[src/sv/assert_macros.svh]
// Assertion helpers for the RTL; brb_back.sv includes them.
`ifndef ASSERT_MACROS_SVH
`define ASSERT_MACROS_SVH

// Hold on every clock edge out of reset.
`define ASSERT_ALWAYS(label, expr, msg) \
label: assert property (@(posedge clk) disable iff (!rst_n) (expr)) else $error(msg);

// Condition in the cycle after a trigger.
`define ASSERT_NEXT(label, pre, post, msg) \
label: assert property (@(posedge clk) disable iff (!rst_n) (pre) |=> (post)) else $error(msg);

`endif

[src/sv/brb_pkg.sv]
// ----------------------------------------------------------------------------
// brb_pkg
// Types and constants of the byte ring buffer with undo and skip.
// ----------------------------------------------------------------------------
package brb_pkg;

    localparam int FW           = 13;
    localparam int CAPACITY_DEF = 4096;
    localparam int MAX_READ_DEF = 64;
    localparam logic [FW-1:0] CFG_RESET = 13'd4096;

    localparam logic [2:0] OP_WRITE = 3'd0;
    localparam logic [2:0] OP_READ  = 3'd1;
    localparam logic [2:0] OP_UNDO  = 3'd2;
    localparam logic [2:0] OP_SKIP  = 3'd3;
    localparam logic [2:0] OP_CLEAR = 3'd4;

    localparam logic [1:0] ST_OK       = 2'd0;
    localparam logic [1:0] ST_BAD_LEN  = 2'd1;
    localparam logic [1:0] ST_NO_SPACE = 2'd2;
    localparam logic [1:0] ST_REPAIRED = 2'd3;

    typedef struct packed {
        logic [2:0]    op;
        logic [7:0]    data_in;
        logic          first;
        logic [FW-1:0] length;
        logic [FW-1:0] rd_skip_length;
        logic          do_write;
        logic          do_read;
    } in_t;

    typedef struct packed {
        logic [1:0]    status;
        logic [7:0]    data_out;
        logic          last;
        logic [FW-1:0] used_count;
        logic [FW-1:0] total_length;
    } out_t;

    typedef enum logic [2:0] {
        K_WR_FIRST,
        K_WR_NEXT,
        K_READ,
        K_UNDO,
        K_SKIP,
        K_CLEAR,
        K_NOP
    } kind_t;

    typedef struct packed {
        kind_t kind;
        in_t   item;
    } entry_t;

endpackage

[src/sv/brb_front.sv]
// ----------------------------------------------------------------------------
// brb_front
// Accepts commands, classifies them and queues them for the back end.
// ----------------------------------------------------------------------------
module brb_front
    import brb_pkg::*;
(
    input  logic   clk,
    input  logic   rst_n,
    input  logic   start,
    input  in_t    item,
    output logic   busy,
    input  logic   pop,
    output logic   entry_valid,
    output entry_t entry
);

    entry_t     q_reg [2];
    logic       head_reg, tail_reg;
    logic [1:0] cnt_reg;
    logic       push;
    kind_t      kind;

    always_comb
    begin
        case (item.op)
            OP_WRITE: kind = item.first ? K_WR_FIRST : K_WR_NEXT;
            OP_READ:  kind = K_READ;
            OP_UNDO:  kind = K_UNDO;
            OP_SKIP:  kind = K_SKIP;
            OP_CLEAR: kind = K_CLEAR;
            default:  kind = K_NOP;
        endcase
    end

    assign busy        = (cnt_reg == 2'd2);
    assign push        = start && !busy;
    assign entry_valid = (cnt_reg != 2'd0);
    assign entry       = q_reg[head_reg];

    always_ff @(posedge clk)
    begin
        if (push)
        begin
            q_reg[tail_reg] <= '{kind: kind, item: item};
        end
    end

    always_ff @(posedge clk or negedge rst_n)
    begin
        if (!rst_n)
        begin
            head_reg <= 1'b0;
            tail_reg <= 1'b0;
            cnt_reg  <= 2'd0;
        end
        else
        begin
            if (push)
            begin
                tail_reg <= ~tail_reg;
            end
            if (pop)
            begin
                head_reg <= ~head_reg;
            end
            cnt_reg <= cnt_reg + {1'b0, push} - {1'b0, pop};
        end
    end

endmodule

[config.mk]
export PLATFORM = sky130hd
export DESIGN_NAME = brb_front
export DESIGN_NICKNAME = d
export VERILOG_FILES = /design/src/sv/assert_macros.svh /design/src/sv/brb_pkg.sv /design/src/sv/brb_front.sv
export SDC_FILE = /design/constraint.sdc
export NUM_CORES = 1
export LEC_CHECK = 0
export ABC_AREA = 1
export ABC_CLOCK_PERIOD_IN_PS = 2800
export BUFFER_PORTS_ARGS = -buffer_cell sky130_fd_sc_hd__buf_4
export CORE_ASPECT_RATIO = 0.9
export CORE_UTILIZATION = 40
export DETAILED_ROUTE_END_ITERATION = 8
export GPL_TIMING_DRIVEN = 0
export PLACE_DENSITY_LB_ADDON = 0.08
export SLEW_MARGIN = 20
export SYNTH_ARGS = -nofsm -noshare
export SYNTH_HDL_FRONTEND = slang
export SYNTH_SLANG_ARGS = --single-unit
export TNS_END_PERCENT = 1
[constraint.sdc]
create_clock -name clk -period 2.8 [get_ports clk]
set_input_delay 0.56 -clock clk [delete_from_list [all_inputs] [get_ports clk]]
set_output_delay 0.56 -clock clk [all_outputs]
set_load 0.1 [all_outputs]
## Word-level counts from Yosys, hierarchy flattened

Memory sizes are Yosys's and may differ from the RTL's.
Cells that the tools add are included.

| cells by class | value |
|---|---|
| reduce and logical (&&, ||, !) cells | 4 |
| bitwise gates (word level) | 2 |
| multiplexer cells | 4 |
| equal/unequal tests | 5 |
| add/sub/neg operators | 2 |

Operators with widths:

| cell | count |
|---|---|
| $pmux 3 s5 | 1 |
| $eq 3x2->1 const B | 2 |
| $eq 3x1->1 const B | 1 |
| $eq 3x3->1 const B | 1 |
| $logic_not 3->1 | 1 |
| $mux 1 | 3 |
| $add 2x1->2 | 1 |
| $eq 2x2->1 const B | 1 |
| $not 1->1 | 2 |
| $reduce_bool 2->1 | 1 |
| $sub 2x1->2 | 1 |
| $logic_and 1x1->1 | 1 |
| $logic_not 1->1 | 1 |

| storage, ports and cells | value |
|---|---|
| register bits | 4 |
| bits of input ports | 44 |
| logic and storage cells | 21 |
| output and inout bits | 45 |
| bits in writable memories | 86 |
| memories | 1 |

Memory list:

| memory | depth | width | read ports | clocked after Yosys merged registers in | wr ports | line | RTL |
|---|---|---|---|---|---|---|---|
| q_reg | 2 | 43 | 1 | 0 | 1 | brb_front.sv:18 | `entry_t q_reg [2];` |

## Logic depth before layout (Yosys ltp)

Gate-level depths: netlist (run 1).

| logic depth | value |
|---|---|
| depth after elaboration | 5 |
| gate-level depth with buffers | 9 |
| gate-level depth less buffers | 9 |

## Least setup slack after synthesis (run 1)

No wires, ideal clock.

| path | value |
|---|---|
| path kind | register to output |
| start point | register head_reg |
| end point | output port entry[10] in the netlist's numbering |
| arrival time | 2702 ps |
| stages on the path, launching flop included | 3 |
| path slack | -462 ps |
| data required time | 2240 ps |
| path buffers | 1 |
| path through | dfrtp_1 clkbuf_1 o21ai_0 |

RTL lines:

| what | line | RTL |
|---|---|---|
| start: declaration | brb_front.sv:19 | `logic head_reg, tail_reg;` |
| start signal: assignment | brb_front.sv:65 | `head_reg <= ~head_reg;` |
| end: declaration | brb_front.sv:15 | `output entry_t entry` |

==> impl_results.md, run 1 <==
* Commonest cells in the netlist: edfxtp_1 (86), nand2_1 (56), inv_1 (52)
* CP endpoint kind: primary output
* Cell Chain, Critical Path: buf_4, buf_6, nand2_1, o21ai_0, buf_4
* First-pass GRT wire length at roughly 10000 um
* Clk Latency, worst-skew pair at between 0.3 and 0.4 ns
* Crit Reg-Reg Startpoint: cnt_reg[1]
* Unique cell type count in the Yosys netlist at 16
* Setup WS pre-CTS at roughly 0.9 ns
* Area leader, netlist: edfxtp_1
* Initial drt markers at 90
* Largest family of logic cells by synthesized area: buffers and inverters
* Final setup fails at 0
* Synth Register Bits at 90
* Remaining Overflow, GRT at 0
* Pin slew with the least headroom to its limit at between 0.5 and 0.6 ns
* Ys flop type: edfxtp_1
* Critical Path RT at 2.24 ns
* CP Data Arrival Time at 1.71 ns
* Syn_nets at just over 300
* Fin worst setup slack at about 0.53 ns
* Largest register FFs at 86
* Clk buf depth at 2
* Sequential cell area fraction in the yosys report at approximately 78%
* Critical path depth in cells at 5
* Synth Area in Compound Gates at 6.40%
* Top-area cell type share of the netlist area at approximately 75%
* RSZ-0062 raised after global routing: no
* Dpl hpwl at 4220 um
* Post-Synth Adder-Cell Area at 0.728%
* Mux contribution to synthesized area at 0%
* Number of diodes at 0
* Min Tclk post-route at 2.27 ns
* Reg2Reg Depth at 5
* Clk slew on worst S/H paths at roughly 0.090 ns
* CP Launch Type: flip-flop
* Status: completed
* Layout Nets at 411
* Synth Area in Simple Gates at 7.13%
* Hold_sp: item[35]
* Max Slew Vio Count at 0
* Largest net degree at the start of global routing at 24
* DRC viols at 0
* Synth Area in XOR/XNOR at less than 1%
* Clk_skew at between 0.009 and 0.01 ns
* Post-synth EDFFs at 86
* WS Path Type: flip-flop to primary output
* Vias per cell at approximately 4.5
* Post-route clock period utilization at between 80% and 90%
* Area Overhead vs Synth at 32.1%
* Max cap viols at 0
* Hold path depth at 1
* F_max at around 440 MHz
* Port buffer count at between 80 and 90
* Avg Cell Area, Syn at around 13 sq um
* DR pass1 iterations at 4
* Number of CTS-inserted buffers at 9
* CP most frequent cell: buf_4
* CP Buf/Inv Count at 3
* Final hold violations at 0
* Total clock sinks at 90
* WL/cell at between 10 and 15 um
* Warnings from Yosys at 0
* CTS tree: done
* Placeable core region at about 0.0082 sq mm
* Synthesized instance count at between 200 and 300
* Top post-synthesis cells by area: edfxtp_1 (75%), nand2_1 (6.1%), inv_1 (5.7%)
* Layout cells sized above 1 at 31.4%
* Top-count cell post-synth: edfxtp_1
* Hold Slack at a little under 0.4 ns
* Placer Congestion at around 0.64
* Die W at 99.7 um
* Post-synth ARST share at ~4.4%
* Initial Util at a little over two fifths
* # resized after CTS at 0
* Htree depth at 3
* CP peak stage delay at 0.47 ns
* Synthesized cell area at 0.00344 sq mm
* Vias in the first global route at 2081
* Critical path startpoint: head_reg
* WL final at roughly 6300 um
* Slowest cell on the critical path: dfrtp_1
* Via Count at around 2200
* Relative slew slack at about three fifths
* Largest delay share family, worst path: buffers and inverters
* All-Layer GR Usage at about 15%
* Crit-path max FO at 10
* Row cnt at 31
* Die height at about 90 um
* IO Count at 89
* Worst Hold Class: input pin to flip-flop
* Routed Antenna Nets at 0
* Root Driver: clkbuf_8
* Initial antenna violation count at 0
* Die ar. at 0.00897 sq mm
-- routing by layer --
metal	GRT usage (%)	routed length, um
met5	0	0
met3	5.91	400
met4	5.15	68
met2	25.7	3180
met1	17.3	2670
-- stage by stage --
step                instance area [sq um]  cells  utilization (%)  setup TNS, ns
finish                               4540    485             55.5              0
global placement                     4240    465             51.9         -59.21
CTS                                  4540    485             55.5              0
detailed placement                   4330    468             53.0              0
global route                         4540    485             55.5              0
floorplan                            3440    262                -         -21.58
-- cells by family (layout without fill, tap and decap cells) --
logic type | count (synthesis) | in the layout
compound gates | 44 | 44
xor+xnor | 1 | 1
fa+ha+maj | 2 | 2
buf+inv | 61 | 169
flops | 90 | 90
simple gates | 64 | 64
-- cell type report --
type / count / area, sq um
tap: 115 / 144
clock buffer: 9 / 124
buffer: 9 / 62.6
clock inverter: 7 / 76.3
multi-input combinational: 111 / 507
timing repair buffer: 92 / 753
fill: 706 / 3640
inverter: 52 / 195
sequential: 90 / 2680
-- worst register-to-register path, delay by kind of cell, from the launching register on --
| kind | cells | cell delay [ns] |
|---|---|---|
| buffers and inverters | 2 | 0.40 |
| and+or+nand+nor | 3 | 0.56 |
| DFF | 1 | 0.41 |
-- cell usage in the layout, fill, tap and decap left out, types with 3 or more instances in the layout --
master / instances
buf_4: 89
nand2_1: 56
o21ai_0: 38
clkbuf_1: 3
buf_16: 3
buf_6: 3
clkbuf_8: 9
nor2_1: 4
o21ai_1: 5
dfrtp_1: 4
edfxtp_1: 86
inv_6: 3
inv_1: 51
-- timing repair --
action,4_1_cts,5_1_grt
endpoints found under the setup margin,0,0
hold buffers,1,0
buffers inserted,0,0
endpoints found under the hold margin,4,0
-- worst paths after layout --
| check | to | slack (ns) |
|---|---|---|
| worst max-delay path | entry[20] | 0.53 |
| worst min-delay path | q_reg[1][35] | 0.38 |
| min in group asynchronous | cnt_reg[0] | 0.54 |
| worst min register to register | tail_reg | 0.48 |
| max in group asynchronous | head_reg | 2.16 |
| worst max register to register | q_reg[1][21] | 1.14 |
Power of run 1 is not shown: default switching activity piles up to over one toggle a cycle in this logic, so the estimate is an artifact.
==> inputs of run 2 (changes only) <==
Settings changed: ABC_AREA 1 to 0, ABC_CLOCK_PERIOD_IN_PS 2800 to 2000.
Clock period 2.8 ns to 2 ns, I/O delays scaled along.
==> run 2 against run 1 <==
Net effect: synthesized cell count decreased by 40%; sequential cell count unchanged; count of clock-buffer cells in the layout is the same; register-to-register slack got worse by 0.91 ns; non-clock buffer count fell by 4; setup slack worse by 0.48 ns.
==> impl_results.md, run 2 <==
* Clk slew on worst S/H paths at 0.09 ns (about the same)
* Min Tclk post-route at 1.95 ns
* Sequential cell area at 0.00268 sq mm (unchanged)
* DRC viols at 0 (unchanged)
* Status: completed
* Multi-input gate area at 762 sq um (+50%)
* Avg Cell Area, Syn at 22.4 sq um (+70%)
* Largest register FFs at 86 (unchanged)
* Hold Slack at 0.216 ns (-0.168 ns)
* Area leader, netlist: edfxtp_1
* Placer Congestion at 0.668 (+3.6%)
* Synth Area in Simple Gates at 1.56% (-5.6 points)
* Synth Area in XOR/XNOR at 0.991% (+0.74 points)
* Commonest cells after routing, fill and taps aside: edfxtp_1 (86), buf_4 (49), mux2_4 (39)
* Syn_nets at 204 (-34%)
* Htree depth at 3 (unchanged)
* DR pass1 iterations at 4 (unchanged)
* Area Overhead vs Synth at 38.1%
* Total clock sinks at 90 (unchanged)
* Slowest cell on the critical path: dfrtp_1
* Ys flop type: edfxtp_1
* WS Path Type: flip-flop to primary output
* Critical Path RT at 1.60 ns (-0.64 ns)
* Largest delay share family, worst path: buffers and inverters
* Cell Chain, Critical Path: buf_8, buf_12, mux2_4, buf_6
* Util after Layout at 57.0% (+1.5 points)
* Warnings from Yosys at 0 (unchanged)
* F_max at 513 MHz
* Initial Util at 41.3% (-0.77 points)
* Relative slew slack at 66.3% (+5.5 points)
* Post-CTS Setup Bufs at 0 (unchanged)
* CTS tree: done
* Layout Nets at 307 (-25%)
* Clk_skew at 0.00863 ns (-0.000374 ns)
* Final std cells w/o fill at 385 (-21%)
* Synth Area in Compound Gates at 0.212% (-6.2 points)
* Initial drt markers at 51 (-43%)
* Number of diodes at 0 (unchanged)
* Routed Antenna Nets at 0 (unchanged)
* Unique cell type count in the Yosys netlist at 17 (+1)
* Max cap viols at 0 (unchanged)
* Dpl hpwl at 3770 um (-11%)
* Post-route clock period utilization at between 90% and 100%
* Top post-synthesis cells by area: edfxtp_1 (73%), mux2_4 (17%), dfrtp_1 (2.8%)
* Post-synth EDFFs at 86 (unchanged)
* Final hold violations at 0 (unchanged)
* First-pass GRT wire length at 8870 um (-11%)
* Pin slew with the least headroom to its limit at 0.506 ns (-0.0816 ns)
* Top-count cell post-synth: edfxtp_1
* Largest net degree at the start of global routing at 26 (+8.3%)
* IO Count at 89 (unchanged)
* Layout cells sized above 1 at 59.4% (+28 points)
* Root Driver: clkbuf_8
* Crit-path max FO at 10 (unchanged)
* CP endpoint kind: primary output
* CP Buf/Inv Count at 3 (unchanged)
* Final setup fails at 0 (unchanged)
* Vias per cell at 4.48 (+0.39%)
* Max Slew Vio Count at 0 (unchanged)
* Number of CTS-inserted buffers at 9 (unchanged)
* R2R Setup Slk at 0.23 ns (-0.91 ns)
* Via Count at 1723 (-20%)
* Die W at 101 um (+1.3%)
* Row cnt at 32 (+3.2%)
* WL/cell at 14.7 um (+13%)
* All-Layer GR Usage at 13.3% (-1.8 points)
* RSZ-0062 raised after global routing: yes
* CP Data Arrival Time at 1.55 ns (-0.16 ns)
* Port buffer count at 88 (unchanged)
* Synthesized cell area at 0.00353 sq mm (+2.8%)
* Placeable core region at 0.00857 sq mm (+4.7%)
* CP Launch Type: flip-flop
* Commonest cells in the netlist: edfxtp_1 (86), mux2_4 (39)
* Post-synth ARST share at 4.44% (unchanged)
* Clk buf depth at 2 (unchanged)
* Synth Register Bits at 90 (unchanged)
* WL final at 5650 um (-11%)
* CP peak stage delay at 0.39 ns (-0.08 ns)
* Mux contribution to synthesized area at 17.8% (+18 points)
* Largest family of logic cells by synthesized area: multiplexers
* Vias in the first global route at 1820 (-13%)
* Die ar. at 0.00922 sq mm (+2.7%)
* Sequential cell area fraction in the yosys report at 75.9% (-2.1 points)
* Synthesized instance count at 158 (-40%)
* Top-area cell type share of the netlist area at 73.1% (-2.0 points)
* Commonest non-fill, non-tap cell in the layout: edfxtp_1
* Die height at 91.2 um (+1.3%)
* # fillers at 699 (-0.99%)
* Worst Hold Class: input pin to flip-flop
* Placed Cells at 368 (-21%)
* Remaining Overflow, GRT at 0 (unchanged)
* Post-Synth Adder-Cell Area at 0.708% (-0.020 points)
* Clk Latency, worst-skew pair at 0.36 ns (about the same)
* Initial antenna violation count at 0 (unchanged)
-- run 2: cell types whose count changed in the layout (fill, tap and decap cells not counted), moves of 10 or more --
cell	previous run	this run
buf_8	0	10
o21ai_0	38	0
buf_4	89	49
mux2_4	0	39
inv_1	51	2
nand2_1	56	2
buf_6	3	23
buf_12	0	12
-- run 2: cell families after synthesis --
group                    after synthesis
flip-flops                            90
multiplexers                          43
AND/OR/NAND/NOR                       11
buffers and inverters                  7
XOR/XNOR                               4
adder cells (fa/ha/maj)                2
AO/OA/AOI/OAI                          1
-- run 2: layout make-up --
| cell class | count | area share, % |
|---|---|---|
| clock buffers | 9 | 2.54 |
| clock inverters | 7 | 1.54 |
| plain buffers | 5 | 1.95 |
| multi-input cells | 61 | 15.6 |
| repair buffers | 92 | 20.2 |
| flip-flops and latches | 90 | 54.9 |
| well taps | 119 | 3.05 |
| inverters | 2 | 0.154 |
-- run 2: layer usage --
metal  up-vias  track usage [%]  wire length [um]
li1        817                -                 -
met1       846             14.5              2280
met2        50             22.4              2940
met3        10             5.93               330
met4         0             5.43                95
met5         -                0                 0
-- run 2: final timing paths --
| kind | cells past startpoint | to | from |
|---|---|---|---|
| worst max register to register | 5 | q_reg[0][33] | cnt_reg[1] |
| max in group asynchronous | 2 | head_reg | rst_n |
| worst min register to register | 1 | cnt_reg[0] | cnt_reg[0] |
| worst max-delay path | 4 | entry[38] | head_reg |
| worst min-delay path | 1 | q_reg[0][29] | item[29] |
| min in group asynchronous | 2 | cnt_reg[0] | rst_n |
-- run 2: timing repair --
action                                  in CTS  in global routing
hold endpoints to repair                     4                  0
resized for setup                           39                 24
hold buffers                                 1                  0
endpoints found under the setup margin      39                 31
gates cloned                                 0                  0
-- run 2: metrics by stage --
step / worst slack (ns) / setup TNS, ns / cell area (sq um)
final: 0.0508 / 0 / 4880
after global routing: -0.00504 / -0.0212 / 4880
after CTS: 0.0194 / 0 / 4780
after detailed placement: 0.192 / 0 / 4430
after global placement: -0.653 / -33.76 / 4350
after floorplan: 0.0215 / 0 / 3540
Power of run 2 is left out for the same reason.
==> inputs of run 3 (changes only) <==
--- a/config.mk
+++ b/config.mk
@@ -14,4 +14,5 @@
 export GPL_TIMING_DRIVEN = 0
 export PLACE_DENSITY_LB_ADDON = 0.08
+export RECOVER_POWER = 100
 export SLEW_MARGIN = 20
 export SYNTH_ARGS = -nofsm -noshare
==> constraint.sdc (replaced) <==
create_clock -name clk -period 2 [get_ports clk]
set_input_delay 0.2 -clock clk [delete_from_list [all_inputs] [get_ports clk]]
set_output_delay 0.2 -clock clk [all_outputs]
set_load 0.1 [all_outputs]
==> run 3 against run 2 <==
Net effect: cell count rose by 5.7%; sequential share of layout area rose by 0.84 points; fmax rose by 6.6%; critical path type unchanged; utilization fell by 0.86 points; die area did not move; setup slack improved by 0.12 ns.
==> impl_results.md, run 3 (synthesized netlist as in run 2, its figures left out) <==
* Status: completed
* Clk_skew at 0.00814 ns (-0.000491 ns)
* Final hold violations at 0 (unchanged)
* Relative slew slack at 62.8% (-3.5 points)
* Reg2Reg Depth at 5 (unchanged)
* Slowest cell on the critical path: dfrtp_1
* Clk buf depth at 2 (unchanged)
* Initial drt markers at 43 (-16%)
* Setup TNS at 0 ns (unchanged)
* Commonest non-fill, non-tap cell in the layout: edfxtp_1
* Clk Latency, worst-skew pair at 0.36 ns (about the same)
* Commonest cells after routing, fill and taps aside: edfxtp_1 (86), clkbuf_4 (71), mux2_4 (39)
* Die W at 101 um (unchanged)
* F_max at 547 MHz (+6.6%)
* WL/cell at 14.1 um (-3.7%)
* Number of CTS-inserted buffers at 9 (unchanged)
* Via Count at 1815 (+5.3%)
* Initial antenna violation count at 0 (unchanged)
* Pin slew with the least headroom to its limit at 0.560 ns (+0.0549 ns)
* Number of diodes at 0 (unchanged)
* Crit Reg-Reg Startpoint: cnt_reg[1]
* Dpl hpwl at 3770 um (unchanged)
* DR pass1 iterations at 4 (unchanged)
* CP endpoint kind: primary output
* Min Tclk post-route at 1.83 ns (-0.121 ns)
* First-pass GRT wire length at 8910 um (+0.54%)
* Root Driver: clkbuf_8
* Remaining Overflow, GRT at 0 (unchanged)
* CP Launch Type: flip-flop
* Row cnt at 32 (unchanged)
* Placeable core region at 0.00857 sq mm (unchanged)
* Largest net degree at the start of global routing at 26 (unchanged)
* All-Layer GR Usage at 13.4% (+0.067 points)
* Worst r2r dst: q_reg[0][33]
* Die ar. at 0.00922 sq mm (unchanged)
* Initial Util at 41.3% (unchanged)
* Met1 usage at 14.8% (+0.31 points)
* Max Slew Vio Count at 0 (unchanged)
* Placed Cells at 368 (unchanged)
* Post-CTS Setup Bufs at 0 (unchanged)
* Vias in the first global route at 1824 (+0.22%)
* M3 GR Usage at 5.77% (-0.15 points)
* Hold Buf Count CTS at 5 (+4)
* Layer with the highest usage: met2
* Htree depth at 3 (unchanged)
* Post-route clock period utilization at 91.4% (-6.0 points)
* Clk slew on worst S/H paths at 0.08 ns (about the same)
* Routed Antenna Nets at 0 (unchanged)
* IO Count at 89 (unchanged)
* Final std cells w/o fill at 407 (+5.7%)
* Die height at 91.2 um (unchanged)
* Critical path startpoint: head_reg
* Layout Nets at 329 (+7.2%)
* Max cap viols at 0 (unchanged)
* Port buffer count at 88 (unchanged)
* CTS tree: done
* CP peak stage delay at 0.38 ns (about the same)
* Grt met2 use at 22.4% (unchanged)
* # resized after CTS at 0 (-100%)
* RSZ-0062 raised after global routing: no
* DRC viols at 0 (unchanged)
* WS Path Type: flip-flop to primary output
* Final setup fails at 0 (unchanged)
* Cell Chain, Critical Path: buf_6, buf_12, mux2_4, clkbuf_4
* Largest register FFs at 86 (unchanged)
* CP Data Arrival Time at 1.63 ns (+0.08 ns)
* Vias per cell at 4.46 (-0.35%)
* CP endpoint: entry[41]
* Area Overhead vs Synth at 36.0%
* Layout cells sized above 1 at 51.7% (-7.7 points)
* Total clock sinks at 90 (unchanged)
* R2R Setup Slk at 0.23 ns (about the same)
* Critical Path RT at 1.80 ns (+0.20 ns)
* Crit-path max FO at 10 (unchanged)
* Worst Hold Class: input pin to flip-flop
* Placer Congestion at 0.668 (unchanged)
* WL final at 5750 um (+1.8%)
run 3: cell types whose count changed in the layout (fill, tap and decap cells not counted), sizes merged:
cell         delta
clkbuf         +86
buf            -86
dlygate4sd3    +22
run 3: stage by stage:
stage	area [sq um]	hold slack (ns)	util, %	setup slack (ns)
after floorplan	3540	-0.0956	-	0.0215
after global placement	4350	0.0000795	50.8	-0.653
after detailed placement	4430	-0.00210	51.7	0.192
after CTS	4680	0.0000842	54.6	0.175
after global routing	4810	0.00181	56.1	0.0817
final	4810	0.0317	56.1	0.172
run 3: how the worst min path moves through the flow:
| stage | cells after the start | startpoint | slack (ns) | endpoint |
|---|---|---|---|---|
| finish | 2 | pop | 0.03 | head_reg |
| floorplan | 0 | rst_n | -0.1 | cnt_reg[0] |
| detailed placement | 1 | rst_n | -0.002 | cnt_reg[0] |
| global placement | 1 | rst_n | 0.00008 | cnt_reg[0] |
| global route | 2 | pop | 0.002 | head_reg |
| CTS | 1 | item[25] | 0.00008 | q_reg[0][25] |
run 3: cell type report:
type	instances	area (sq um)
Fill cell	721	3760
Sequential cell	90	2680
Timing Repair Buffer	114	917
Multi-Input combinational cell	61	762
Tap cell	119	149
Clock buffer	9	124
Buffer	5	91.3
Clock inverter	7	75.1
Inverter	2	7.51
run 3: metal layers:
layer / vias up / part of all wire, %
li1: 865 / -
met1: 886 / 41
met2: 54 / 52
met3: 10 / 5.4
met4: 0 / 1.7
met5: - / 0
run 3: worst max-delay path, delay by kind of cell (launching register included):
| family | cells | cell delay, ns |
|---|---|---|
| buffers and inverters | 3 | 0.60 |
| DFF | 1 | 0.38 |
| muxes | 1 | 0.30 |
Power of run 3 is left out for the same reason.
